==> src/ksl_pkg.sv <==
// ----------------------------------------------------------------------------
// ksl_pkg
// shared types and codes for the knock sequence lock
// ----------------------------------------------------------------------------
package ksl_pkg;

  localparam int CfgIdxW = 3;

  localparam logic [CfgIdxW-1:0] REG_KNOCK_THR   = 3'd0;
  localparam logic [CfgIdxW-1:0] REG_RELEASE_THR = 3'd1;
  localparam logic [CfgIdxW-1:0] REG_DEBOUNCE    = 3'd2;
  localparam logic [CfgIdxW-1:0] REG_TIMEOUT     = 3'd3;
  localparam logic [CfgIdxW-1:0] REG_EXP_LEN     = 3'd4;
  localparam logic [CfgIdxW-1:0] REG_EXP_CODE    = 3'd5;

  localparam logic CMD_SAMPLE = 1'b0;
  localparam logic CMD_CHECK  = 1'b1;

  localparam logic [1:0] EV_NONE   = 2'd0;
  localparam logic [1:0] EV_KNOCK  = 2'd1;
  localparam logic [1:0] EV_SOLVED = 2'd2;
  localparam logic [1:0] EV_FAILED = 2'd3;

  typedef struct packed {
    logic [11:0] knock_thr;
    logic [11:0] release_thr;
    logic [15:0] debounce_ms;
    logic [15:0] timeout_ms;
    logic [4:0]  exp_len;
    logic [31:0] exp_code;
  } cfg_t;

  typedef struct packed {
    logic        cmd;
    logic [1:0]  sensor;
    logic [11:0] raw;
    logic [31:0] now_ms;
    logic        enabled;
  } item_t;

endpackage

==> src/ksl_cfg_regs.sv <==
// ----------------------------------------------------------------------------
// ksl_cfg_regs
// configuration register file, written one word at a time
// ----------------------------------------------------------------------------
module ksl_cfg_regs
  import ksl_pkg::*;
(
  input  logic               clk,
  input  logic               rst_n,
  input  logic               cfg_valid,
  output logic               cfg_ready,
  input  logic [CfgIdxW-1:0] cfg_index,
  input  logic [31:0]        cfg_data,
  output cfg_t               cfg
);

  cfg_t cfg_r;
  cfg_t cfg_nxt;

  assign cfg_ready = 1'b1;
  assign cfg       = cfg_r;

  always_comb begin
    cfg_nxt = cfg_r;
    if (cfg_valid) begin
      unique case (cfg_index)
        REG_KNOCK_THR:   cfg_nxt.knock_thr   = cfg_data[11:0];
        REG_RELEASE_THR: cfg_nxt.release_thr = cfg_data[11:0];
        REG_DEBOUNCE:    cfg_nxt.debounce_ms = cfg_data[15:0];
        REG_TIMEOUT:     cfg_nxt.timeout_ms  = cfg_data[15:0];
        REG_EXP_LEN:     cfg_nxt.exp_len     = cfg_data[4:0];
        REG_EXP_CODE:    cfg_nxt.exp_code    = cfg_data;
        default:         cfg_nxt = cfg_r;
      endcase
    end
  end

  always_ff @(posedge clk) begin
    if (!rst_n) begin
      cfg_r.knock_thr   <= 12'd2000;
      cfg_r.release_thr <= 12'd1000;
      cfg_r.debounce_ms <= 16'd150;
      cfg_r.timeout_ms  <= 16'd2000;
      cfg_r.exp_len     <= 5'd4;
      cfg_r.exp_code    <= 32'd0;
    end else begin
      cfg_r <= cfg_nxt;
    end
  end

endmodule

==> src/ksl_in_reg.sv <==
// ----------------------------------------------------------------------------
// ksl_in_reg
// input register, refills in the cycle the held word is consumed
// ----------------------------------------------------------------------------
module ksl_in_reg
  import ksl_pkg::*;
(
  input  logic  clk,
  input  logic  rst_n,
  input  logic  in_valid,
  output logic  in_ready,
  input  item_t in_item,
  output logic  item_valid,
  input  logic  item_take,
  output item_t item
);

  logic  valid_r;
  logic  valid_nxt;
  item_t item_r;

  assign in_ready   = !valid_r || item_take;
  assign item_valid = valid_r;
  assign item       = item_r;
  assign valid_nxt  = (in_valid && in_ready) || (valid_r && !item_take);

  always_ff @(posedge clk) begin
    if (!rst_n) begin
      valid_r <= 1'b0;
    end else begin
      valid_r <= valid_nxt;
    end
  end

  always_ff @(posedge clk) begin
    if (in_valid && in_ready) begin
      item_r <= in_item;
    end
  end

endmodule

==> src/ksl_core.sv <==
// ----------------------------------------------------------------------------
// ksl_core
// latches, debounce, sequence store, timeout judge and result register
// ----------------------------------------------------------------------------
module ksl_core
  import ksl_pkg::*;
#(
  parameter int SENSORS      = 4,
  parameter int MAX_SEQUENCE = 16
) (
  input  logic       clk,
  input  logic       rst_n,
  input  cfg_t       cfg,
  input  logic       item_valid,
  output logic       item_take,
  input  item_t      item,
  output logic       out_valid,
  input  logic       out_ready,
  output logic [1:0] out_event_res,
  output logic [1:0] out_knock_sensor,
  output logic [4:0] out_sequence_count
);

  localparam logic [4:0] SEQ_CAP = 5'(MAX_SEQUENCE);

  logic [SENSORS-1:0] latch_r;
  logic [SENSORS-1:0] latch_nxt;
  logic [31:0]        lkt_r [SENSORS];
  logic [1:0]         seq_r [MAX_SEQUENCE];
  logic [4:0]         len_r;
  logic [4:0]         len_nxt;
  logic [31:0]        act_r;
  logic [31:0]        act_nxt;

  logic               out_valid_r;
  logic [1:0]         ev_r;
  logic [1:0]         ev_nxt;
  logic [1:0]         who_r;
  logic [1:0]         who_nxt;
  logic [4:0]         cnt_r;

  logic [SENSORS-1:0] sel;
  logic               in_range;
  logic               latch_cur;
  logic [31:0]        lkt_cur;
  logic [31:0]        gap;
  logic [31:0]        idle;
  logic               is_sample;
  logic               rise;
  logic               accept;
  logic               release_hit;
  logic               append;
  logic               judge;
  logic               match;

  assign item_take = item_valid && (!out_valid_r || out_ready);
  assign is_sample = (item.cmd == CMD_SAMPLE);

  always_comb begin
    latch_cur = 1'b0;
    lkt_cur   = '0;
    for (int s = 0; s < SENSORS; s++) begin
      sel[s] = (item.sensor == 2'(s));
      if (sel[s]) begin
        latch_cur = latch_r[s];
        lkt_cur   = lkt_r[s];
      end
    end
  end

  assign in_range    = |sel;
  assign gap         = item.now_ms - lkt_cur;
  assign idle        = item.now_ms - act_r;
  assign rise        = is_sample && in_range && !latch_cur && (item.raw >= cfg.knock_thr);
  assign accept      = rise && item.enabled && (gap >= {16'b0, cfg.debounce_ms});
  assign release_hit = is_sample && in_range && latch_cur && (item.raw < cfg.release_thr);
  assign append      = accept && (len_r < SEQ_CAP);
  assign judge       = !is_sample && (len_r != 5'd0) && (idle >= {16'b0, cfg.timeout_ms});

  // parallel compare of held entries against the code
  always_comb begin
    match = (len_r == cfg.exp_len);
    for (int k = 0; k < MAX_SEQUENCE; k++) begin
      if ((5'(k) < len_r) && (seq_r[k] != cfg.exp_code[2*k +: 2])) begin
        match = 1'b0;
      end
    end
  end

  always_comb begin
    latch_nxt = latch_r;
    len_nxt   = len_r;
    act_nxt   = act_r;
    ev_nxt    = EV_NONE;
    who_nxt   = 2'd0;
    if (rise) begin
      latch_nxt = latch_r | sel;
    end else if (release_hit) begin
      latch_nxt = latch_r & ~sel;
    end
    if (accept) begin
      act_nxt = item.now_ms;
      ev_nxt  = EV_KNOCK;
      who_nxt = item.sensor;
      if (append) begin
        len_nxt = len_r + 5'd1;
      end
    end
    if (judge) begin
      ev_nxt  = match ? EV_SOLVED : EV_FAILED;
      len_nxt = 5'd0;
      act_nxt = '0;
    end
  end

  always_ff @(posedge clk) begin
    if (!rst_n) begin
      latch_r     <= '0;
      len_r       <= 5'd0;
      act_r       <= '0;
      out_valid_r <= 1'b0;
      for (int s = 0; s < SENSORS; s++) begin
        lkt_r[s] <= '0;
      end
    end else begin
      if (item_take) begin
        latch_r <= latch_nxt;
        len_r   <= len_nxt;
        act_r   <= act_nxt;
        for (int s = 0; s < SENSORS; s++) begin
          if (accept && sel[s]) begin
            lkt_r[s] <= item.now_ms;
          end
        end
        out_valid_r <= 1'b1;
      end else if (out_ready) begin
        out_valid_r <= 1'b0;
      end
    end
  end

  // sequence entries, no reset
  always_ff @(posedge clk) begin
    for (int k = 0; k < MAX_SEQUENCE; k++) begin
      if (item_take && append && (len_r == 5'(k))) begin
        seq_r[k] <= item.sensor;
      end
    end
  end

  always_ff @(posedge clk) begin
    if (item_take) begin
      ev_r  <= ev_nxt;
      who_r <= who_nxt;
      cnt_r <= len_nxt;
    end
  end

  assign out_valid          = out_valid_r;
  assign out_event_res      = ev_r;
  assign out_knock_sensor   = who_r;
  assign out_sequence_count = cnt_r;

endmodule

==> src/knock_sequence_lock.sv <==
// ----------------------------------------------------------------------------
// knock_sequence_lock
// piezo knock detector with hysteresis, debounce and a code sequence lock
// ----------------------------------------------------------------------------
//
//   channel  handshake           payload
//   in       in_valid/in_ready   cmd, sensor, raw, now_ms, enabled
//   out      out_valid/out_ready event_res, knock_sensor, sequence_count
//   cfg      cfg_valid/cfg_ready cfg_index, cfg_data (always ready)
//
// one item per cycle while the output is not held; each item gives one word,
// after one pass through the core logic between the input and result registers
// synchronous reset clears latches, knock times, sequence length, activity
// time and restores register defaults; sequence entries are not cleared
// with out_ready low the result holds and the input register takes one more
// ----------------------------------------------------------------------------
module knock_sequence_lock
  import ksl_pkg::*;
#(
  parameter int SENSORS      = 4,
  parameter int MAX_SEQUENCE = 16
) (
  input  logic               clk,
  input  logic               rst_n,
  input  logic               in_valid,
  output logic               in_ready,
  input  logic               in_cmd,
  input  logic [1:0]         in_sensor,
  input  logic [11:0]        in_raw,
  input  logic [31:0]        in_now_ms,
  input  logic               in_enabled,
  output logic               out_valid,
  input  logic               out_ready,
  output logic [1:0]         out_event_res,
  output logic [1:0]         out_knock_sensor,
  output logic [4:0]         out_sequence_count,
  input  logic               cfg_valid,
  output logic               cfg_ready,
  input  logic [CfgIdxW-1:0] cfg_index,
  input  logic [31:0]        cfg_data
);

  cfg_t  cfg;
  item_t in_item;
  item_t item;
  logic  item_valid;
  logic  item_take;

  assign in_item.cmd     = in_cmd;
  assign in_item.sensor  = in_sensor;
  assign in_item.raw     = in_raw;
  assign in_item.now_ms  = in_now_ms;
  assign in_item.enabled = in_enabled;

  ksl_cfg_regs u_cfg (
    .clk       (clk),
    .rst_n     (rst_n),
    .cfg_valid (cfg_valid),
    .cfg_ready (cfg_ready),
    .cfg_index (cfg_index),
    .cfg_data  (cfg_data),
    .cfg       (cfg)
  );

  ksl_in_reg u_in (
    .clk        (clk),
    .rst_n      (rst_n),
    .in_valid   (in_valid),
    .in_ready   (in_ready),
    .in_item    (in_item),
    .item_valid (item_valid),
    .item_take  (item_take),
    .item       (item)
  );

  ksl_core #(
    .SENSORS      (SENSORS),
    .MAX_SEQUENCE (MAX_SEQUENCE)
  ) u_core (
    .clk                (clk),
    .rst_n              (rst_n),
    .cfg                (cfg),
    .item_valid         (item_valid),
    .item_take          (item_take),
    .item               (item),
    .out_valid          (out_valid),
    .out_ready          (out_ready),
    .out_event_res      (out_event_res),
    .out_knock_sensor   (out_knock_sensor),
    .out_sequence_count (out_sequence_count)
  );

endmodule

==> config.mk <==
export PLATFORM = sky130hd
export DESIGN_NAME = knock_sequence_lock
export DESIGN_NICKNAME = d
export VERILOG_FILES = /design/src/ksl_pkg.sv /design/src/ksl_cfg_regs.sv /design/src/ksl_in_reg.sv /design/src/ksl_core.sv /design/src/knock_sequence_lock.sv
export SDC_FILE = /design/constraint.sdc
export NUM_CORES = 1
export LEC_CHECK = 0
export BUFFER_PORTS_ARGS = -buffer_cell sky130_fd_sc_hd__buf_2
export CORE_ASPECT_RATIO = 1.4
export CORE_UTILIZATION = 45
export CTS_CLUSTER_SIZE = 25
export DETAILED_ROUTE_END_ITERATION = 6
export GPL_TIMING_DRIVEN = 0
export HOLD_SLACK_MARGIN = 0.06
export PLACE_DENSITY = 0.59
export SYNTH_ARGS = -nofsm -noshare
export SYNTH_HDL_FRONTEND = slang
export SYNTH_SLANG_ARGS = --single-unit
==> constraint.sdc <==
create_clock -name clk -period 8.8 [get_ports clk]
set_input_delay 1.76 -clock clk [delete_from_list [all_inputs] [get_ports clk]]
set_output_delay 1.76 -clock clk [all_outputs]
set_load 0.01 [all_outputs]
==> results by group <==
Floorplan
  • Core area: roughly 0.042 mm²
  • Die X: 176 µm
  • Ports: 100
  • Die Span Y: 246 µm
  • Die Area: 0.0434 mm²
  • Num rows: slightly below 90
  • Starting Density: 45.5%

Min path
  • WHS Path Cells: 2
  • Hold Crit Class: register to register

Timing
  • Actual slew at the worst max-slew pin: 1040 ps
  • Final min period: 8500 ps
  • Slew Limit Fails: 0
  • Hold Vio Cnt, Final: 0
  • Fin crit share: 96.6%
  • Rel. slew slack: between 30 and 40%
  • Setup Skew: 16.1 ps
  • Setup TNS: 0 ps
  • # setup viols final: 0
  • Hold WS: about 450 ps
  • F_max: 118 MHz
  • RSZ-0062 raised after global routing: false

Routing
  • Drt via density: 5.63
  • Met1 wire length: 21,600 µm
  • WL met3: 2100 µm
  • DRC violations left: 0
  • Avg WL per Cell: 20.4 µm
  • Router iterations before antenna repair: 6
  • Routed Antenna Nets: 0
  • Routed wl met2: 28,500 µm
  • Via Count: 14,800
  • Top Metal Used: met4
  • Iteration-0 DRC Markers: approximately 1,100
  • Final wirelength: 53,800 µm

Logic synthesis
  • Sequential element share of the synthesized area: 48.2%
  • Yosys reg bits: 353
  • Dominant synthesized flop cell: edfxtp_1
  • Yosys Warn Count: 0
  • Cells after Synth: 1,912
  • Cell variety after synth: 80
  • Post-synth ARST share: 0%
  • Avg Cell Area, Syn: 10.0 µm²
  • Mapped cell area: 0.0191 mm²
  • Post-synth EDFFs: around 220
  • Mapped Nets: approximately 2,100

Finish
  • Seq. cell area: 0.00924 mm²
  • Final Instance Count excl. Fillers: about 2,600
  • Area of the multi-input gates: ~0.0090 mm²
  • Layout area overhead: 13.2%
  • Share of cells above drive strength 1: 12.4%
  • Core Util, Final: 51.5%
  • Filler Cells Inserted: 3,936
  • N_diodes: 0
  • Nets: 2,271

Run
  • MaxCap Viol Count: 0

Clocking
  • Clk_lat worst skew: approximately 540 ps
  • Worst-path clk slew: 60 ps
  • CTS Sinks: 353
  • CTS buffer count: 38
  • H-tree depth: 2
  • CTS tree: built
  • Bufs on Longest Clock Path: 3
  • # hold bufs at CTS: 0
  • CTS root buffer: clkbuf_16

Pwr
  • P_leak: 8.21 nW
  • PwrDens: 183 mW/mm²
  • VDD IR max: 0.115 mV

Critical path
  • Critical path endpoint category: register
  • Worst Setup Path Type: register to register
  • Reg2Reg Depth: 26
  • CP max-delay cell: edfxtp_1
  • Worst path max stage delay: 840 ps
  • Crit. path cell count: 26
  • Crit path DAT: roughly 8800 ps
  • Worst Path Buf+Inv: 5
  • Critical path peak fanout: 21
  • CP delay by family, top: simple AND/OR/NAND/NOR gates
  • Worst EP required: 9070 ps
  • Critical Path Start Type: register

Place
  • Global placer's final weighted congestion: 0.910
  • Inst Count DP: around 2,600
  • Port Buffer Count: 98
  • DPL Wire Length: a little over 40,000 µm

Outcome
  • Status: complete, no violations

Global route
  • GRT overflow: 0
  • Initial antenna violation count: 0
  • Largest net degree at the start of global routing: 29
  • First-pass GRT wire length: ~82,000 µm
  • GR Util All Layers: 24.9%
  • Vias in the first global route: roughly 15,000
placed cells by master, fill, tap and decap left out, types with 10 or more instances in the layout:
master,count
o21ai_0,53
nand4_1,23
dfxtp_1,136
a2bb2o_4,10
nand2b_1,21
clkbuf_16,39
nand3_1,22
o21bai_1,10
mux4_2,33
a2bb2o_1,22
a21o_1,32
nand2_1,264
xnor2_1,47
clkbuf_1,59
inv_1,141
or3_1,16
and2_1,12
o211ai_1,41
buf_2,113
edfxtp_1,217
buf_4,19
nor2_1,199
a211oi_1,14
a31oi_1,12
nor3_1,34
a21oi_1,163
ha_1,120
xor2_1,32
cell usage after synthesis, types with 8 or more instances:
cell | count | area (µm²)
dfxtp_1 | 136 | 2720
mux2i_1 | 8 | 80.1
buf_4 | 14 | 105
nand2b_1 | 21 | 131
a21oi_1 | 163 | 816
xnor2_1 | 47 | 412
o21ai_0 | 53 | 265
a2bb2o_1 | 22 | 220
mux4_2 | 33 | 743
nor3_1 | 34 | 170
o2111ai_1 | 8 | 70.1
nor4_1 | 9 | 56.3
edfxtp_1 | 217 | 6520
o21a_1 | 9 | 67.6
nand4_1 | 23 | 144
a21o_1 | 32 | 240
nand2_1 | 268 | 1010
a2bb2o_4 | 10 | 200
buf_2 | 14 | 70.1
inv_1 | 141 | 529
o21bai_1 | 10 | 75.1
nor2b_1 | 8 | 50.1
nand3_1 | 22 | 110
and2_1 | 13 | 81.3
o31ai_1 | 9 | 67.6
o211ai_1 | 41 | 308
or3_1 | 16 | 100
xor2_1 | 32 | 280
ha_1 | 120 | 1500
a31oi_1 | 12 | 75.1
nor2_1 | 199 | 747
a211oi_1 | 14 | 105
clkbuf_1 | 53 | 199
per-layer routing:
metal  vias to the layer above  track usage [%]
met1                      7194             28.6
met3                       101             2.53
li1                       7165                -
met4                         0             7.96
met5                         -                0
met2                       374             47.6
metrics by stage:
stage / area [µm²] / total power, mW / setup WS (ps)
floorplan: 19100 / 2.26 / 1480
global placement: 20300 / 2.44 / -1520
detailed placement: 20400 / 2.46 / -610
CTS: 21600 / 4.00 / 104
global route: 21700 / 4.13 / 11.7
finish: 21700 / 3.97 / 299
kinds of logic after synthesis:
| kind of cell | Yosys count | synth area share, % |
|---|---|---|
| buffers and inverters | 230 | 5.03 |
| adder cells (fa/ha/maj) | 123 | 8.10 |
| flip-flops | 353 | 48.2 |
| AO/OA/AOI/OAI | 441 | 15.8 |
| XOR/XNOR | 79 | 3.61 |
| other | 1 | 0.0196 |
| AND/OR/NAND/NOR | 644 | 14.9 |
| multiplexers | 41 | 4.30 |
cell type report:
| cell class | instances | share of cell area (%) |
|---|---|---|
| buffer | 89 | 2.06 |
| clock buffer | 54 | 4.99 |
| clock inverter | 13 | 0.491 |
| inverter | 141 | 2.44 |
| multi-input combinational | 1329 | 41.3 |
| sequential | 353 | 42.6 |
| tap | 546 | 3.15 |
| timing repair buffer | 109 | 2.92 |
repair_timing:
item / 4_1_cts / 5_1_grt
resized for setup: 6 / 0
hold endpoints to repair: 0 / 0
buffers inserted: 1 / 4
setup endpoints to repair: 172 / 79
gates cloned: 0 / 0
worst register-to-register path, stage by stage (launching register included):
cell and delay, ps:
edfxtp_1 840, clkbuf_2 480, clkbuf_2 430, mux4_2 380, ha_1 230, fa_1 400
nand2b_1 180, a21o_1 230, a21oi_1 300, o21a_1 180, nor2_1 50, xnor2_1 240
ha_1 280, o2111a_1 260, and2_1 170, o21ai_0 150, and4_1 250, o211ai_1 90
a221o_1 320, or4_1 490, or4_4 590, nand4_2 240, or3_1 140, buf_2 280
buf_4 310, nand2_2 370, buf_12 340
power breakdown:
group	switching (mW)	leakage (nW)	total (mW)	internal, mW
logic	0.366	4.36	0.594	0.228
clock network	0.656	0.580	1.54	0.888
registers	0.0292	3.27	1.83	1.80
final timing paths:
check / from / end / slack (ps)
max reg2reg: u_in.item[46]$_DFFE_PP_ / u_core.lkt_r[0][0]$_SDFFCE_PN0P_ / 300
min reg2reg: u_cfg.cfg[70]$_SDFFE_PN0P_ / u_cfg.cfg[70]$_SDFFE_PN0P_ / 450
max: u_in.item[46]$_DFFE_PP_ / u_core.lkt_r[0][0]$_SDFFCE_PN0P_ / 300
min: u_cfg.cfg[70]$_SDFFE_PN0P_ / u_cfg.cfg[70]$_SDFFE_PN0P_ / 450
registers in the layout, indices dropped and copies added (netlist names), named ones only:
register and count:
u_core.out_knock_sensor 2, u_core.out_event_res 2, u_core.act_r 32, u_core.seq_r 32
u_cfg.cfg 93, u_core.out_valid 1, u_in.item_valid 1, u_core.out_sequence_count 5
u_core.len_r 5, u_in.item 48, u_core.lkt_r 128
(Power assumes the default switching activity.)
